--- config.mk ---
export PLATFORM = sky130hd
export DESIGN_NAME = sud_post
export DESIGN_NICKNAME = d
export VERILOG_FILES = /design/src/design/sud_pkg.sv /design/src/design/sud_post.sv
export SDC_FILE = /design/constraint.sdc
export NUM_CORES = 1
export LEC_CHECK = 0
export BUFFER_PORTS_ARGS = -buffer_cell sky130_fd_sc_hd__buf_2
export CAP_MARGIN = 25
export CORE_ASPECT_RATIO = 0.75
export CORE_MARGIN = 2
export CORE_UTILIZATION = 46
export CTS_BUF_LIST = sky130_fd_sc_hd__clkbuf_8
export CTS_CLUSTER_SIZE = 25
export DETAILED_ROUTE_END_ITERATION = 6
export PLACE_DENSITY = 0.84
export SLEW_MARGIN = 20
export SYNTH_ARGS = -nofsm -noshare
export SYNTH_HDL_FRONTEND = slang
export SYNTH_SLANG_ARGS = --single-unit
--- constraint.sdc ---
create_clock -name clk_i -period 2.3 [get_ports clk_i]
set_clock_uncertainty 0.1 [all_clocks]
set_input_delay 0.575 -clock clk_i [delete_from_list [all_inputs] [get_ports clk_i]]
set_output_delay 0.575 -clock clk_i [all_outputs]
set_load 0.01 [all_outputs]
--- src/design/sud_pkg.sv ---
`timescale 1ns / 1ps
// Package for the signed/unsigned divider: field widths, mode codes, sign flags.
// No dependencies.

package sud_pkg;

  localparam int unsigned FIELD_W   = 32;  // width of every payload field on the ports
  localparam int unsigned WIDTH_DEF = 32;  // default operand width

  localparam logic KIND_UNSIGNED = 1'b0;
  localparam logic KIND_SIGNED   = 1'b1;

  // Sign fix-up carried down the pipe alongside the magnitudes
  typedef struct packed {
    logic rem_neg;  // negate remainder (dividend was negative)
    logic quo_neg;  // negate quotient (operand signs differ)
  } sud_sign_t;

endpackage

--- src/design/sud_post.sv ---
`timescale 1ns / 1ps
// Last stage: applies the sign fix-up and holds the result for the output channel.
// Depends on sud_pkg.

module sud_post #(
  parameter int unsigned W = sud_pkg::WIDTH_DEF
) (
  input  logic                        clk_i,
  input  logic                        rst_ni,
  input  logic                        valid_i,
  output logic                        ready_o,
  input  logic [W-1:0]                rem_i,
  input  logic [W-1:0]                quo_i,
  input  sud_pkg::sud_sign_t          sign_i,
  output logic                        valid_o,
  input  logic                        ready_i,
  output logic [sud_pkg::FIELD_W-1:0] quotient_o,
  output logic [sud_pkg::FIELD_W-1:0] remainder_o
);
  import sud_pkg::*;

  logic [W-1:0]       q_fix, r_fix;
  logic               valid_q;
  logic [FIELD_W-1:0] quo_q, rem_q;

  assign q_fix = sign_i.quo_neg ? (~quo_i + W'(1)) : quo_i;
  assign r_fix = sign_i.rem_neg ? (~rem_i + W'(1)) : rem_i;

  assign ready_o = ~valid_q | ready_i;

  always_ff @(posedge clk_i or negedge rst_ni) begin
    if (!rst_ni) begin
      valid_q <= 1'b0;
    end else if (ready_o) begin
      valid_q <= valid_i;
    end
  end

  always_ff @(posedge clk_i) begin
    if (valid_i && ready_o) begin
      quo_q <= FIELD_W'(q_fix);
      rem_q <= FIELD_W'(r_fix);
    end
  end

  assign valid_o     = valid_q;
  assign quotient_o  = quo_q;
  assign remainder_o = rem_q;
endmodule

==> impl_metrics.ini <==
[clocking]
cts_buffers = 9
path_clk_slew_ns = 0.07
cts.htree.levels = 3
tritoncts = built
clkLatencyLatePin_ns = 0.33
clockBufferDepth = 2
cts_sinks = 65
postCtsSetupBuffers = 0
cts_root_buf = clkbuf_8

[hold_path]
hp-class = in -> reg
min_path_cells = 2
hold_path_end = valid_o$_DFFE_PN0N_
min_from = valid_i

[detailed_routing]
drt_pass1_iterations = 4
totalWireLength_microns = 8120
detail_route.vias_per_cell = 5.22
ant_nets = 0
wl_per_cell_microns = 15.4
drc = 0
vias = 2746
dr.first_iter.drc_count = 121

[worst_setup_path]
critPathKind = in -> reg
cp_max_fo = 9
start_kind = input port
r2r-end = quotient_o[10]$_DFFE_PP_
required_ns = 2.28
arrival_ns = 2.12
r2r_cells = 3
endpoint_kind = flop
r2r_start = valid_o$_DFFE_PN0N_
reg2reg_setup_slack_ns = 0.87

[global_routing]
overflow = 0
grt_pass1_wl_microns = 12900
grt_pass1_vias = 2618
grt_start_max_net_pins = 65
grt_use_total = 0.198
antenna_found_initial = 0

[floorplan]
coreArea_sq_um = 7330
rows = 27
start_util = 0.474
num_io_pins = 136
die-width_microns = 104
die_h_microns = 79.2
dieArea_sq_um = 8270

[place]
gp_congestion = 0.852
io_buffers = 135
place_hpwl_microns = 5990
place_area_sq_um = 4350

[finish]
final_nets = 492
fill_cells = 617
seqCellArea_sq_um = 1950
multi_input_area_sq_um = 1470
drive_gt1_frac = 0.440
final_cell_mix = buf_2 (135), edfxtp_1 (64), xnor2_1 (59)
fin_area_sq_um = 4560
areaGrowthSynthToFinish_pct = 31.3
num_antenna_cells = 0
layout_commonest_cell = buf_2

[sta]
layout_min_cycle_time_ns = 2.13
max_freq_mhz = 469
setup_viol = 0
tightestPinTransition_ns = 0.627
rsz0062_at_grt = false
fin_crit_sh = 0.928
hold_viol = 0
slew_headroom = 0.582
finalMaxSlewViolations = 0

[synth]
yosysWarnings = 0
synthesis.nets = 339
synth_cells = 267
avgSynthCellArea_sq_um = 13.0
synth_area_sq_um = 3470
ys_ff_latch = 65
yosys.cell_types.count = 35
ys_seq_area_frac = 0.561

[outcome]
status = complete, no violations

[power]
ir_worst_vdd_mv = 0.377
leakagePower_nw = 1.73
p_total_mw = 2.85
p_per_area_nw_per_um2 = 624

[run]
cap_violations = 0
[synthesized netlist by cell type]
cell | number | area share
a31oi_1 | 1 | 0.0018
and2_1 | 1 | 0.0018
buf_1 | 2 | 0.0022
buf_2 | 1 | 0.0014
buf_6 | 1 | 0.0032
clkbuf_1 | 4 | 0.0043
dfrtp_1 | 1 | 0.0072
edfxtp_1 | 64 | 0.55
ha_1 | 2 | 0.0072
inv_1 | 6 | 0.0065
nand2_1 | 20 | 0.022
nand2_2 | 1 | 0.0018
nand2b_1 | 5 | 0.0090
nand3_1 | 4 | 0.0058
nand3b_1 | 1 | 0.0022
nand4_1 | 2 | 0.0036
nand4_2 | 3 | 0.011
nand4b_1 | 3 | 0.0076
nor2_1 | 8 | 0.0086
nor3_1 | 5 | 0.0072
nor3_2 | 3 | 0.0086
nor4_1 | 5 | 0.0090
nor4_2 | 1 | 0.0036
nor4_4 | 2 | 0.012
nor4b_2 | 1 | 0.0043
o21ai_0 | 11 | 0.016
o31ai_1 | 24 | 0.052
o41ai_1 | 8 | 0.020
o41ai_2 | 8 | 0.037
or2_2 | 2 | 0.0036
or3_1 | 5 | 0.0090
or4_1 | 1 | 0.0022
or4_4 | 1 | 0.0032
xnor2_1 | 59 | 0.15
xor2_1 | 1 | 0.0025
[per-stage QoR]
| step | cells | setup TNS, ns | setup slack [ns] | utilization | hold slack (ns) |
|---|---|---|---|---|---|
| 2_1_floorplan | 267 | 0 | 0.173 | - | 0.179 |
| 3_3_place_gp | 509 | -0.827 | -0.119 | 0.594 | 0.249 |
| 3_5_place_dp | 509 | -1.84 | -0.245 | 0.594 | 0.251 |
| 4_1_cts | 526 | 0 | 0.103 | 0.621 | 0.331 |
| 5_1_grt | 526 | 0 | 0.0532 | 0.622 | 0.341 |
| 6_report | 526 | 0 | 0.166 | 0.622 | 0.342 |
[cell families (layout without fill, tap and decap cells)]
kind of cell               after synthesis  after routing  share of synthesized area
buffers and inverters                   14            172                     0.0177
AOI/OAI and AO/OA                       52             52                      0.127
adders and majority gates                2              2                    0.00721
and+or+nand+nor                         74             74                      0.136
xor gates and xnor gates                60             60                      0.151
DFF                                     65             65                      0.561
[how the worst max path moves through the flow]
stage | from | end | slack, ns
global route | quo_i[1] | quotient_o[30]$_DFFE_PP_ | 0.05
CTS | quo_i[1] | quotient_o[26]$_DFFE_PP_ | 0.10
finish | quo_i[1] | quotient_o[26]$_DFFE_PP_ | 0.17
detailed placement | quo_i[1] | quotient_o[26]$_DFFE_PP_ | -0.24
floorplan | ready_i | quotient_o[0]$_DFFE_PP_ | 0.17
global placement | quo_i[0] | quotient_o[30]$_DFFE_PP_ | -0.12
[state kept, by name, summed over array words and instances, names as in the netlist]
register / flops
remainder_o: 32
valid_o: 1
quotient_o: 32
[per-layer routing]
layer / GRT usage / wire (microns) / share of wire / up-vias
met1: 0.263 / 3640 / 0.45 / 1323
met2: 0.325 / 3990 / 0.49 / 82
li1: - / - / - / 1332
met3: 0.0525 / 387 / 0.048 / 9
met5: 0 / 0 / 0 / -
met4: 0.0514 / 104 / 0.013 / 0
[power by group]
group          leakage [nW]  switching, mW  total, mW  internal [mW]
sequential            0.620         0.0196       1.44           1.42
combinational          1.01          0.274      0.490          0.216
clock                 0.104          0.428      0.918          0.490
total                  1.73          0.721       2.85           2.12
[critical path: stages]
cell and delay (ns):
buf_2 0.11, inv_1 0.06, ha_1 0.18, nor4b_2 0.44
nand4_4 0.29, o31ai_1 0.34, xnor2_1 0.11
[layout make-up]
type,instances,area share
Clock buffer,9,0.0272
Clock inverter,7,0.0137
Inverter,6,0.00494
Multi-Input combinational cell,188,0.323
Sequential cell,65,0.427
Tap cell,101,0.0277
Timing Repair Buffer,150,0.176
[what timing repair did]
| action | CTS | global route |
|---|---|---|
| endpoints found under the setup margin | 0 | 7 |
| endpoints found under the hold margin | 1 | 0 |
| gates resized for setup | 0 | 1 |
| hold buffers | 1 | 0 |
(Power assumes the default switching activity.)
