## config.mk

```make
export PLATFORM = sky130hd
export DESIGN_NAME = sud_prep
export DESIGN_NICKNAME = d
export VERILOG_FILES = /design/src/design/sud_pkg.sv /design/src/design/sud_prep.sv
export SDC_FILE = /design/constraint.sdc
export NUM_CORES = 1
export LEC_CHECK = 0
export ABC_AREA = 1
export BUFFER_PORTS_ARGS = -buffer_cell sky130_fd_sc_hd__buf_2
export CELL_PAD_IN_SITES_DETAIL_PLACEMENT = 0
export CELL_PAD_IN_SITES_GLOBAL_PLACEMENT = 1
export CORE_MARGIN = 1
export CORE_UTILIZATION = 31
export CTS_CLUSTER_DIAMETER = 150
export DETAILED_ROUTE_END_ITERATION = 8
export PLACE_DENSITY = 0.76
export SLEW_MARGIN = 20
export SYNTH_ARGS = -nofsm -noshare
export SYNTH_HDL_FRONTEND = slang
export SYNTH_SLANG_ARGS = --single-unit
```

## constraint.sdc

```tcl
create_clock -name clk_i -period 4.4 [get_ports clk_i]
set_input_delay 0.44 -clock clk_i [delete_from_list [all_inputs] [get_ports clk_i]]
set_output_delay 0.44 -clock clk_i [all_outputs]
set_load 0.02 [all_outputs]
```

## src/design/sud_pkg.sv

```systemverilog
`timescale 1ns / 1ps
// Package for the signed/unsigned divider: field widths, mode codes, sign flags.
// No dependencies.

package sud_pkg;

  localparam int unsigned FIELD_W   = 32;  // width of every payload field on the ports
  localparam int unsigned WIDTH_DEF = 32;  // default operand width

  localparam logic KIND_UNSIGNED = 1'b0;
  localparam logic KIND_SIGNED   = 1'b1;

  // Sign fix-up carried down the pipe alongside the magnitudes
  typedef struct packed {
    logic rem_neg;  // negate remainder (dividend was negative)
    logic quo_neg;  // negate quotient (operand signs differ)
  } sud_sign_t;

endpackage

```

## src/design/sud_prep.sv

```systemverilog
`timescale 1ns / 1ps
// First stage: takes operand magnitudes and records the sign fix-up.
// Depends on sud_pkg.

module sud_prep #(
  parameter int unsigned W = sud_pkg::WIDTH_DEF
) (
  input  logic               clk_i,
  input  logic               rst_ni,
  input  logic               valid_i,
  output logic               ready_o,
  input  logic               kind_i,
  input  logic [W-1:0]       a_i,
  input  logic [W-1:0]       b_i,
  output logic               valid_o,
  input  logic               ready_i,
  output logic [W-1:0]       rem_o,
  output logic [W-1:0]       aq_o,
  output logic [W-1:0]       d_o,
  output sud_pkg::sud_sign_t sign_o
);
  import sud_pkg::*;

  logic      sa, sb;
  logic      valid_q;
  logic [W-1:0] ma, mb;
  logic [W-1:0] aq_q, d_q;
  sud_sign_t sign_q;

  assign sa = (kind_i == KIND_SIGNED) & a_i[W-1];
  assign sb = (kind_i == KIND_SIGNED) & b_i[W-1];
  assign ma = sa ? (~a_i + W'(1)) : a_i;
  assign mb = sb ? (~b_i + W'(1)) : b_i;

  assign ready_o = ~valid_q | ready_i;

  always_ff @(posedge clk_i or negedge rst_ni) begin
    if (!rst_ni) begin
      valid_q <= 1'b0;
    end else if (ready_o) begin
      valid_q <= valid_i;
    end
  end

  always_ff @(posedge clk_i) begin
    if (valid_i && ready_o) begin
      aq_q           <= ma;
      d_q            <= mb;
      sign_q.rem_neg <= sa;
      sign_q.quo_neg <= sa ^ sb;
    end
  end

  assign valid_o = valid_q;
  assign rem_o   = '0;  // partial remainder starts empty
  assign aq_o    = aq_q;
  assign d_o     = d_q;
  assign sign_o  = sign_q;
endmodule

```

==> metrics.csv, run 1 <==
metric,value,unit
outcome,"complete, no violations",
synth.distinct_cells,22,
dpl_worst_slack,2.24,ns
drtIter0Drc,243,
rows,42,
min_period,1.99,ns
cts_sinks,67,
grtUsageTotal,16.2,%
min_from,a_i[0],
wl_per_cell,12.9,um
antenna_found_initial,0,
cp-end-kind,flip-flop,
dp_hpwl,9270,um
ys_top_cells_by_area,"edfxtp_1 46%, nand2_1 16%, nor2_1 8.5%",
hold_path.class,in -> reg,
finalPower,0.00184,W
grt_pass1_wl,17800,um
setup_tns,0,ns
ys_ff_latch,67,
synth_area_per_cell,7.72,um^2
cp-start-kind,flip-flop,
io_pins,169,
syn_inst,560,
clk_pin_slew,0.05,ns
numCtsBuffers,9,
async_flop_share,1.49,%
finalClockSkew,0.00472,ns
arrival,1.95,ns
final_cell_mix,"188 x nand2_1, 136 x buf_2, 98 x nor2_1, 66 x edfxtp_1, 47 x inv_1",
setup_violations,0,
final_util,40.1,%
synth_ff_type,edfxtp_1,
die_w,120,um
nFillCells,1415,
ant_nets,0,
worst-r2r-cell-count,2,
worst_pin_slew,0.639,ns
cts_resized,0,
finalWirelength,11400,um
grt_pass1_vias,3672,
cts_tree,yes,
syn-cell-area,0.00432,mm^2
grt_max_degree,48,
hold_buffers,1,
multi_input_area,0.00197,mm^2
reg2reg_to,d_o[2],
initial_core_util,32.3,%
overflow,0,
seqCellArea,0.00201,mm^2
yosysTopAreaCellShare,45.8,%
gp_congestion,0.862,
finalMaxSlewViolations,0,
rsz0062_at_grt,no,
required,4.36,ns
regToRegStartpoint,valid_o,
max_slew_margin,57.3,%
synth_area_leader_cell,edfxtp_1,
dr_total_vias,3934,
die_area,0.0144,mm^2
post-cts-setup-buffers,0,
dr.pass1.iters,4,
max_freq,0.504,GHz
dieHeight,120,um
h-tree-depth,3,
stdcell_area,0.00537,mm^2
p_per_area,342,mW/mm^2
drv_cap,0,
setup_ws,2.41,ns
synth_warnings,0,
final_common_cell,nand2_1,
cts.path.max_buffers,2,
synth_edf_count,66,
vdd_drop_max,172,uV
cts_root_buf,clkbuf_16,
area_delta_synth_final,24.2,%
drive_above_1_share,24.6,%
path_class,reg -> reg,
whs_path_depth,1,
place_area,0.00507,mm^2
nNetsFinal,773,
hold_viol_final,0,
fin_crit_sh,45.1,%
min_to,aq_o[0],
antenna_cells,0,
clk_latency,0.33,ns
remaining_drc_errors,0,
cp_max_fo,47,
core,0.0134,mm^2
yosysSeqAreaShare,46.4,%
io_buffers,136,
r2r_setup_slack,2.41,ns
viasPerCell,4.46,
leakagePower,2.52,nW
critical path: stages, from the launching register on:
cell	delay (ns)
dfrtp_1	0.42
a21oi_4	0.55
buf_4	0.60
per-layer routing:
metal | vias to the layer above | share of wire [%] | routed length, um | track usage (%)
li1 | 2005 | - | - | -
met1 | 1761 | 43 | 4870 | 19.6
met2 | 154 | 49 | 5590 | 28.0
met3 | 14 | 6.5 | 736 | 3.61
met4 | 0 | 1.7 | 189 | 5.47
met5 | - | 0 | 0 | 0
state kept, by name, indices dropped and copies added, names as in the netlist:
register	count
valid_o	1
aq_o	32
sign_o	2
d_o	32
power by group:
part | total (W) | leakage [nW] | switching, W | internal [W]
Combinational | 0.000370 | 1.74 | 0.000257 | 0.000113
Sequential | 0.000779 | 0.643 | 0.0000122 | 0.000766
Clock | 0.000688 | 0.138 | 0.000258 | 0.000430
synthesized netlist by cell type (3+ instances only):
cell type / number
a21oi_1: 6
buf_2: 3
buf_4: 33
edfxtp_1: 66
inv_1: 47
nand2_1: 188
nand2_2: 4
nand3_1: 32
nand4_1: 4
nor2_1: 98
nor2_2: 12
nor2_4: 4
o21ai_0: 22
o21ai_1: 4
xnor2_1: 13
xor2_1: 15
cells by family after synthesis:
family / after synthesis / synth area share (%)
buf+inv: 87 / 10.9
other cells: 1 / 0.0867
simple gates: 342 / 32.5
xor+xnor: 28 / 5.67
compound gates: 33 / 3.91
fa+ha+maj: 2 / 0.579
flops: 67 / 46.4
how the worst max path moves through the flow:
stage | from | endpoint | slack, ns | cells past startpoint
3_5_place_dp | ready_i | d_o[2] | 2.24 | 4
2_1_floorplan | valid_o | aq_o[0] | 0.17 | 1
3_3_place_gp | ready_i | d_o[2] | 2.28 | 4
4_1_cts | valid_o | d_o[2] | 2.39 | 2
5_1_grt | valid_o | d_o[2] | 2.25 | 2
6_report | valid_o | d_o[2] | 2.41 | 2
layout make-up:
type	instances	area share, %
Clock inverter	7	1.10
Sequential cell	67	37.4
Multi-Input combinational cell	437	36.8
Clock buffer	9	4.20
Timing Repair Buffer	138	13.0
Inverter	49	3.43
Tap cell	176	4.10
stage by stage:
stage / cells / hold slack (ns)
after floorplan: 591 / 0.144
after global placement: 866 / 0.216
after detailed placement: 866 / 0.216
after CTS: 883 / 0.288
after global routing: 883 / 0.294
final: 883 / 0.300
No activity file was read; power rests on OpenSTA's default activity.
==> run 2, diff against run 1 <==
ABC_AREA = 0   (was 1)
CORE_UTILIZATION = 32   (was 31)
PLACE_DENSITY = 0.77   (was 0.76)
clock period = 1.6 ns   (was 4.4 ns; I/O delays follow)
==> run 2 against run 1 <==
Combinational power grew to 2.7 times the previous value; hold slack lost 0.25 ns; setup slack lost 2.7 ns; critical endpoint is now d_o[27]; global-route usage shrank 0.25 points; clock skew grew 0.0018 ns; largest cell class unchanged; the run now ends with setup timing left; cell area grew 4.2%; flip-flop and latch count is the same; critical path depth grew 4.
==> metrics.csv, run 2 <==
metric,value,unit
overflow,0,
wl_per_cell,13.7,um
stdcell_area,0.00559,mm^2
numCtsBuffers,9,
finalWirelength,9280,um
initial_core_util,33.1,%
nNetsFinal,602,
grt_pass1_wl,14100,um
final_common_cell,buf_2,
min_from,valid_i,
clk_latency,0.33,ns
max_freq,0.541,GHz
grtUsageTotal,15.9,%
place_area,0.00507,mm^2
final_util,50.9,%
drive_above_1_share,51.3,%
synth.distinct_cells,40,
dieHeight,109,um
cp-start-kind,input pin,
share_comb_of_total_power,20.4,%
hold_slack,0.0455,ns
ant_nets,0,
finalMaxSlewViolations,0,
die_w,109,um
dp_hpwl,7040,um
io_pins,169,
hold_path.class,in -> reg,
path_class,in -> reg,
grt_pass1_vias,3015,
syn-cell-area,0.00364,mm^2
cts_sinks,67,
synth_edf_count,66,
grt_max_degree,35,
synth_ff_type,edfxtp_1,
p_int,0.00353,W
cp-end-kind,flip-flop,
rows,38,
hold_viol_final,0,
h-tree-depth,3,
synth_area_per_cell,11.9,um^2
remaining_drc_errors,0,
setup_tns,-2.15,ns
viasPerCell,4.62,
arrival,1.92,ns
yosysSeqAreaShare,55.1,%
leakagePower,2.39,nW
drtIter0Drc,126,
gp_congestion,0.779,
cp_max_fo,4,
dr.pass1.iters,4,
area_delta_synth_final,53.6,%
cts_root_buf,clkbuf_16,
cts.path.max_buffers,2,
drv_cap,0,
worst-r2r-cell-count,3,
min_period,1.85,ns
ys_top_cells_by_area,"edfxtp_1 54%, xor2_1 7.2%, xnor2_1 7.0%",
p_seq_share,44.4,%
cts_tree,yes,
finalClockSkew,0.00654,ns
antenna_cells,0,
io_buffers,136,
synth_warnings,0,
setup_ws,-0.249,ns
switchingPower,0.00128,W
swShare,26.6,%
required,1.68,ns
rsz0062_at_grt,yes,
whs_path_depth,2,
synth_area_leader_cell,edfxtp_1,
vdd_drop_max,434,uV
outcome,"finished, violations left",
clk_pin_slew,0.05,ns
failed_checks,setup timing,
core,0.0110,mm^2
p_clk_share,35.2,%
synth_common_cells,"66 x edfxtp_1, 32 x buf_4, 30 x xor2_1",
fin_crit_sh,116,%
yosys.cell_count.top_type,edfxtp_1,
syn_inst,305,
regToRegStartpoint,valid_o,
antenna_found_initial,0,
async_flop_share,1.49,%
yosysTopAreaCellShare,54.5,%
dr_total_vias,3121,
ys_ff_latch,67,
p_per_area,861,mW/mm^2
crit_start,b_i[10],
setup_violations,24,
die_area,0.0118,mm^2
final_cell_mix,"130 x buf_2, 78 x buf_4, 66 x edfxtp_1, 32 x conb_1, 30 x xor2_1",
## run 2: critical path, cell delays in order
cell and delay (ns):
buf_6 0.09, or3_4 0.39, or4_4 0.44, or3_4 0.43
o31a_1 0.26, xor2_1 0.14
## run 2: final timing paths
kind	endpoint	slack (ns)
min in group asynchronous	valid_o	0.14
worst min-delay path	valid_o	0.05
worst max-delay path	d_o[27]	-0.25
worst min register to register	valid_o	0.54
worst max register to register	aq_o[28]	0.41
max in group asynchronous	valid_o	1.37
## run 2: kinds of logic after synthesis
family / after synthesis / share of synthesized area, %
simple gates: 78 / 12.3
xor+xnor: 59 / 14.2
fa+ha+maj: 2 / 0.687
other cells: 1 / 0.103
compound gates: 52 / 9.56
buf+inv: 46 / 8.04
flops: 67 / 55.1
## run 2: timing repair
action,in CTS,in global routing
endpoints found under the hold margin,1,0
hold buffers,1,0
gates resized for setup,18,16
gates cloned,0,0
buffers inserted,9,0
endpoints found under the setup margin,22,36
pin swaps,23,12
## run 2: area by class of cell
cell class                      instances  area (um^2)
Fill cell                             987         5390
Sequential cell                        67         2010
Multi-Input combinational cell        223         1720
Timing Repair Buffer                  221         1400
Clock buffer                           12          236
Tap cell                              140          175
Inverter                                9         33.8
Clock inverter                          4         17.5
## run 2: metrics by stage
stage	total power [W]	setup WS, ns	cells
detailed placement	0.00312	-0.614	650
floorplan	0.00272	-0.423	336
global placement	0.00310	-0.587	650
global route	0.00500	-0.267	676
finish	0.00481	-0.249	676
CTS	0.00484	-0.237	676
## run 2: routing by layer
| metal | routed length, um | vias to the layer above | track usage, % |
|---|---|---|---|
| li1 | - | 1519 | - |
| met1 | 3960 | 1470 | 19.7 |
| met2 | 4570 | 116 | 26.4 |
| met3 | 545 | 16 | 3.41 |
| met4 | 195 | 0 | 7.43 |
| met5 | 0 | - | 0 |
## run 2: power groups by stage
stage	clock [W]	sequential, W	combinational, W
6_report	0.00169	0.00213	0.000983
2_1_floorplan	0	0.00233	0.000393
3_5_place_dp	0	0.00217	0.000946
3_3_place_gp	0	0.00217	0.000930
4_1_cts	0.00173	0.00214	0.000968
5_1_grt	0.00179	0.00215	0.00106
