==> config.mk <==
export PLATFORM = sky130hd
export DESIGN_NAME = sud_cell
export DESIGN_NICKNAME = d
export VERILOG_FILES = /design/src/design/sud_pkg.sv /design/src/design/sud_cell.sv
export SDC_FILE = /design/constraint.sdc
export NUM_CORES = 1
export LEC_CHECK = 0
export BUFFER_PORTS_ARGS = -buffer_cell sky130_fd_sc_hd__buf_2
export CAP_MARGIN = 30
export CORE_ASPECT_RATIO = 0.9
export CORE_MARGIN = 2
export CORE_UTILIZATION = 50
export DETAILED_ROUTE_END_ITERATION = 12
export HOLD_SLACK_MARGIN = 0.06
export PLACE_DENSITY = 0.78
export SLEW_MARGIN = 10
export SYNTH_ARGS = -nofsm -noshare
export SYNTH_HDL_FRONTEND = slang
export SYNTH_SLANG_ARGS = --single-unit
==> constraint.sdc <==
create_clock -name clk_i -period 4.25 [get_ports clk_i]
set_input_delay 0.85 -clock clk_i [delete_from_list [all_inputs] [get_ports clk_i]]
set_output_delay 0.85 -clock clk_i [all_outputs]
set_load 0.03 [all_outputs]
==> src/design/sud_pkg.sv <==
`timescale 1ns / 1ps
// Package for the signed/unsigned divider: field widths, mode codes, sign flags.
// No dependencies.

package sud_pkg;

  localparam int unsigned FIELD_W   = 32;  // width of every payload field on the ports
  localparam int unsigned WIDTH_DEF = 32;  // default operand width

  localparam logic KIND_UNSIGNED = 1'b0;
  localparam logic KIND_SIGNED   = 1'b1;

  // Sign fix-up carried down the pipe alongside the magnitudes
  typedef struct packed {
    logic rem_neg;  // negate remainder (dividend was negative)
    logic quo_neg;  // negate quotient (operand signs differ)
  } sud_sign_t;

endpackage

==> src/design/sud_cell.sv <==
`timescale 1ns / 1ps
// One restoring division step with its pipeline register.
// Depends on sud_pkg.

module sud_cell #(
  parameter int unsigned W = sud_pkg::WIDTH_DEF
) (
  input  logic               clk_i,
  input  logic               rst_ni,
  input  logic               valid_i,
  output logic               ready_o,
  input  logic [W-1:0]       rem_i,
  input  logic [W-1:0]       aq_i,
  input  logic [W-1:0]       d_i,
  input  sud_pkg::sud_sign_t sign_i,
  output logic               valid_o,
  input  logic               ready_i,
  output logic [W-1:0]       rem_o,
  output logic [W-1:0]       aq_o,
  output logic [W-1:0]       d_o,
  output sud_pkg::sud_sign_t sign_o
);
  import sud_pkg::*;

  logic [W:0]   trial;
  logic [W+1:0] diff;
  logic         borrow;
  logic         q_bit;
  logic [W-1:0] rem_d, aq_d;
  logic         valid_q;
  logic [W-1:0] rem_q, aq_q, d_q;
  sud_sign_t    sign_q;

  // Shift next dividend bit into the remainder, subtract if it fits.
  // aq holds the unconsumed dividend bits on top, quotient bits below.
  assign trial  = {rem_i, aq_i[W-1]};
  assign diff   = {1'b0, trial} - {2'b00, d_i};
  assign borrow = diff[W+1];
  assign q_bit  = ~borrow;
  assign rem_d  = borrow ? trial[W-1:0] : diff[W-1:0];
  assign aq_d   = (aq_i << 1) | W'(q_bit);

  assign ready_o = ~valid_q | ready_i;

  always_ff @(posedge clk_i or negedge rst_ni) begin
    if (!rst_ni) begin
      valid_q <= 1'b0;
    end else if (ready_o) begin
      valid_q <= valid_i;
    end
  end

  always_ff @(posedge clk_i) begin
    if (valid_i && ready_o) begin
      rem_q  <= rem_d;
      aq_q   <= aq_d;
      d_q    <= d_i;
      sign_q <= sign_i;
    end
  end

  assign valid_o = valid_q;
  assign rem_o   = rem_q;
  assign aq_o    = aq_q;
  assign d_o     = d_q;
  assign sign_o  = sign_q;
endmodule

==> impl_metrics.yaml, run 1 <==
clock_network:
  cts-resized-gates: 0
  post-cts-setup-buffer-count: 0
  insertion_delay_ns: 0.35
  root_buffer: "clkbuf_16"
  clk_path_buf_depth: 2
  cts_buffers: 9
  htreeDepth: 3
  cts_tree: "built"
  cts_hold_buffers: 0
  path_clk_slew_ns: 0.07
  cts_num_sinks: 99
yosys:
  synth_top_area_share_pct: 54.43
  synthTopCellsByCount: "98 x edfxtp_1, 40 x inv_1, 32 x ha_1"
  async_flop_share_pct: 1.010
  yosys.cell_types.count: 58
  ys_ff_latch: 99
  ys_warn_count: 0
  synth_area_per_cell_um2: 12.81
  syn_inst: 422
  synth_top_cell_by_area: "edfxtp_1"
  synth_edf_count: 98
  synth_area_mm2: 0.005406
  ys_top_cells_by_area: "edfxtp_1 54%, ha_1 7.4%, mux2_4 7.2%"
  syn-num-nets: 557
  seq_area_frac_synth_pct: 54.89
  synth_most_common_cell: "edfxtp_1"
  synth_top_flop_cell: "edfxtp_1"
sta:
  setup_viol: 0
  maxSlewViolCount: 0
  period_needed_ns: 3.576
  tightest_slew_ns: 0.6044
  hold_viol: 0
  fin_skew_ns: 0.008034
  slew_headroom_pct: 59.36
  min_period_over_period_pct: 84.15
  timing.final.ws_setup_ns: 0.6737
  fin_tns_setup_ns: 0
  rsz0062_at_grt: "false"
  fmax_mhz: 279.6
run:
  maxCapViolCount: 0
finish:
  syn2layout_area_growth_pct: 26.41
  layout-drive-gt1-share_pct: 41.19
  finalNetCount: 766
  antennaDiodeCount: 0
  stdcell_count: 769
critical_path:
  critPathMaxStageDelay_ns: 0.47
  end_kind: "register"
  cp_slowest_cell: "o41a_1"
  worstSetupStartpointType: "input port"
  critPathTopFamily: "compound AO/OA/AOI/OAI gates"
  worstPathRequired_ns: 4.35
  r2r_slack_ns: 2.51
  path_cells: "buf_2 > inv_1 > ha_1 > inv_1 > fa_1 > a211oi_1 > o211a_1 > o31ai_1 > o41a_1 > a41oi_2 > o21ai_0 > a21boi_0 > mux2_4"
  path_buf_inv: 3
  cp_max_fo: 4
  path_class: "in -> reg"
  crit_arrival_ns: 3.68
  cpMostUsedCell: "inv_1"
placement:
  dpl.hpwl_mm: 9.839
  place_inst: 753
  place_ws_ns: 0.3610
  gp_congestion: 0.8966
  port_buffers: 201
die:
  pin_count: 202
  rows: 36
  start_util_pct: 50.64
  die_x_um: 113.6
  die_y_um: 102.7
  die-area_mm2: 0.01166
  coreArea_mm2: 0.01068
grt:
  grt_usage_pct: 21.73
  grt_pass1_vias: 3963
  grt_pass1_wl_mm: 19.53
  antenna_found_initial: 0
  grt_max_degree: 60
  grt-ovfl-total: 0
pwr:
  power.density_mw_per_mm2: 392.4
  power.leakage_nw: 3.093
  ir_drop_mv: 0.2831
min_path:
  hp-class: "in -> async"
status:
  status: "finished, final reports clean"
routing:
  via_per_inst: 5.372
  wl_per_cell_um: 16.61
  firstDrtPassIters: 4
  drtAntennaViolNets: 0
  drt_first_iter_violations: 286
  num_vias: 4131
  postRouteWirelength_mm: 12.77
  drc: 0
==> metrics by stage <==
stage / util, % / total power [W] / cell area, um^2 / hold slack (ns)
floorplan: - / 0.001743 / 5406 / 0.5544
global placement: 61.43 / 0.001919 / 6558 / 0.5026
detailed placement: 61.43 / 0.001936 / 6558 / 0.5250
CTS: 64.02 / 0.002700 / 6834 / 0.2459
global route: 64.02 / 0.002799 / 6834 / 0.2490
finish: 64.02 / 0.002681 / 6834 / 0.2608
==> cell families after synthesis <==
| kind of cell | count (synthesis) | synth area share, % |
|---|---|---|
| muxes | 32 | 8.378 |
| adders and majority gates | 33 | 7.776 |
| xor gates and xnor gates | 24 | 3.888 |
| buffers and inverters | 46 | 4.096 |
| and+or+nand+nor | 86 | 8.100 |
| DFF | 99 | 54.89 |
| AOI/OAI and AO/OA | 102 | 12.87 |
==> routing by layer <==
layer	GRT usage [%]	vias up	part of all wire, %
met1	26.38	1951	41
li1	-	2002	-
met2	38.83	167	51
met3	5.526	11	6.8
met4	6.191	0	1.2
met5	0	-	0
==> registers in the layout, indices dropped and copies added (netlist names) <==
register  flops
aq_o         32
valid_o       1
d_o          32
rem_o        32
sign_o        2
==> placed cells by master, fill, tap and decap left out, drive strengths merged, types with 5 or more instances in the layout <==
cell	count
o31ai	7
o21a	5
nand2	24
edfxtp	98
mux2	28
a21oi	30
a21o	7
inv	42
and3	9
xnor2	17
clkbuf	10
o21ai	19
nor2	16
a31oi	5
o21bai	5
ha	32
buf	204
nand2b	7
xor2	7
nor3	9
==> worst paths after layout <==
kind / cells after the start / startpoint / to
setup / recovery: 13 / aq_i[31] / rem_o[28]$_DFFE_PP_
hold / removal: 1 / rst_ni / valid_o$_DFFE_PN0N_
setup reg to reg: 3 / valid_o$_DFFE_PN0N_ / d_o[21]$_DFFE_PP_
hold reg to reg: 2 / valid_o$_DFFE_PN0N_ / valid_o$_DFFE_PN0N_
max in group asynchronous: 1 / rst_ni / valid_o$_DFFE_PN0N_
min in group clk_i: 2 / valid_o$_DFFE_PN0N_ / valid_o$_DFFE_PN0N_
==> final cells by class <==
cell class,instances,area [um^2]
Multi-Input combinational cell,277,2220
Inverter,40,150.1
Clock buffer,10,229.0
Sequential cell,99,2968
Fill cell,819,3841
Clock inverter,6,47.55
Tap cell,133,166.4
Timing Repair Buffer,204,1054
==> report_power, final <==
group,leakage [nW],internal [W],switching [W]
clock,0.133,0.000402,0.000362
combinational,2.02,0.000299,0.000428
sequential,0.944,0.00117,0.0000179
Note: power is estimated with default switching activity, not from simulation.
==> run 2, diff against run 1 <==
Clock period 4.25 ns to 3.45 ns, I/O delays scaled along.
==> run 2 against run 1 <==
Net effect:
- worst hold slack worse by 0.16 ns
- non-clock buffer count is 17 higher
- sequential power is 24% higher
- largest cell class unchanged
==> impl_metrics.yaml, run 2 (synthesis gave the netlist of run 1 again) <==
clock_network:
  htreeDepth: 3
  insertion_delay_ns: 0.35
  cts_tree: "built"
  cts_num_sinks: 99
  cts_hold_buffers: 0
  cts_buffers: 9
  clk_path_buf_depth: 2
  path_clk_slew_ns: 0.07
  root_buffer: "clkbuf_16"
  post-cts-setup-buffer-count: 0
pwr:
  netSwitchingPower_w: 0.001006
  clockPowerShare_pct: 30.0
  power.leakage_nw: 3.187
  combPwrFrac_pct: 27.0
  power.density_mw_per_mm2: 487.8
  ir_drop_mv: 0.2258
  seqPwrFrac_pct: 43.0
  power.total_w: 0.003410
  power.internal_w: 0.002404
  p_sw_share_pct: 29.50
sta:
  rsz0062_at_grt: "false"
  setup_viol: 0
  min_period_over_period_pct: 93.15
  fmax_mhz: 311.2
  fin_skew_ns: 0.004911
  maxSlewViolCount: 0
  fin_tns_setup_ns: 0
  slew_headroom_pct: 61.36
  period_needed_ns: 3.214
  timing.final.ws_setup_ns: 0.2363
  tightest_slew_ns: 0.5795
  hold_viol: 0
critical_path:
  critPathMaxStageDelay_ns: 0.43
  cp_max_fo: 4
  crit_arrival_ns: 3.32
  worstPathRequired_ns: 3.55
  cpMostUsedCell: "inv_1"
  worstSetupStartpointType: "input port"
  path_buf_inv: 3
  critPathTopFamily: "compound AO/OA/AOI/OAI gates"
  cp_slowest_cell: "fa_1"
  end_kind: "register"
  path_cells: "buf_2 > inv_1 > ha_1 > inv_1 > fa_1 > a211oi_2 > o211a_1 > o31ai_1 > a21oi_1 > o21ai_0 > a311oi_1 > nor3_1 > mux2_4"
  path_class: "in -> reg"
grt:
  antenna_found_initial: 0
  grt_pass1_vias: 4024
  grt-ovfl-total: 0
  grt_pass1_wl_mm: 19.55
  grt_usage_pct: 21.64
  grt_max_degree: 59
finish:
  syn2layout_area_growth_pct: 29.30
  mostFrequentLayoutCells: "201 x buf_2, 98 x edfxtp_1, 40 x inv_1, 32 x ha_1, 29 x a21oi_1"
  layout-drive-gt1-share_pct: 42.94
  finalNetCount: 783
  fillers: 845
  seq_area_mm2: 0.002968
  antennaDiodeCount: 0
  multiInputGateArea_mm2: 0.002225
  final_common_cell: "buf_2"
  stdcell_count: 785
run:
  maxCapViolCount: 0
placement:
  port_buffers: 201
  place_ws_ns: -0.1965
  dpl.hpwl_mm: 9.840
  gp_congestion: 0.9135
  place_inst: 770
routing:
  via_per_inst: 5.302
  postRouteWirelength_mm: 12.80
  num_vias: 4162
  drtAntennaViolNets: 0
  wl_per_cell_um: 16.30
  drt_first_iter_violations: 297
  firstDrtPassIters: 4
  drc: 0
die:
  die_y_um: 102.7
  rows: 36
  die_x_um: 113.6
  die-area_mm2: 0.01166
  coreArea_mm2: 0.01068
  pin_count: 202
  start_util_pct: 50.64
min_path:
  hp-class: "in -> async"
status:
  status: "finished, final reports clean"
[run 2: cell types whose count changed in the layout (fill, tap and decap cells not counted), sizes merged]
cell	previous run	this run
buf	204	221
bufinv	0	1
clkbuf	10	9
clkinv	3	2
[run 2: power groups by stage]
stage | Combinational, W | Clock [W] | Sequential [W]
floorplan | 0.000473 | 0 | 0.00167
detailed placement | 0.000915 | 0 | 0.00149
CTS | 0.000920 | 0.00104 | 0.00147
finish | 0.000922 | 0.00102 | 0.00147
global placement | 0.000896 | 0 | 0.00149
global route | 0.000994 | 0.00109 | 0.00147
[run 2: path summary, 6_finish.rpt]
path	start	to	slack, ns	cells after the start
min	rst_ni	valid_o$_DFFE_PN0N_	0.1	1
max reg2reg	valid_o$_DFFE_PN0N_	aq_o[27]$_DFFE_PP_	1.69	3
max in group asynchronous	rst_ni	valid_o$_DFFE_PN0N_	3.27	1
min in group clk_i	aq_i[30]	aq_o[31]$_DFFE_PP_	0.51	1
max	aq_i[31]	rem_o[30]$_DFFE_PP_	0.24	13
min reg2reg	valid_o$_DFFE_PN0N_	valid_o$_DFFE_PN0N_	0.55	2
[run 2: through the flow]
stage          cell area [um^2]  utilization [%]  hold slack, ns
4_1_cts                    6985            65.44         0.08780
3_5_place_dp               6685            62.62          0.4657
3_3_place_gp               6685            62.62          0.4649
5_1_grt                    6990            65.48         0.08382
6_report                   6990            65.48         0.09951
2_1_floorplan              5408                -          0.3944
[run 2: what timing repair did]
item | in CTS | in global routing
resized for setup | 0 | 1
hold endpoints to repair | 0 | 0
endpoints found under the setup margin | 0 | 2
[run 2: routing by layer]
layer  up-vias  track usage (%)  wire, um  part of all wire [%]
met5         -                0         0                     0
met1      1955            26.70      5422                    42
met2       155            37.22      6230                    49
met4         0            5.722       197                   1.5
met3        16            6.996       948                   7.4
li1       2036                -         -                     -
[run 2: final cells by class]
type	count	share of cell area, %
Clock buffer	9	3.222
Multi-Input combinational cell	277	31.82
Tap cell	133	2.381
Timing Repair Buffer	221	16.90
Clock inverter	6	1.074
Sequential cell	99	42.46
Inverter	40	2.148
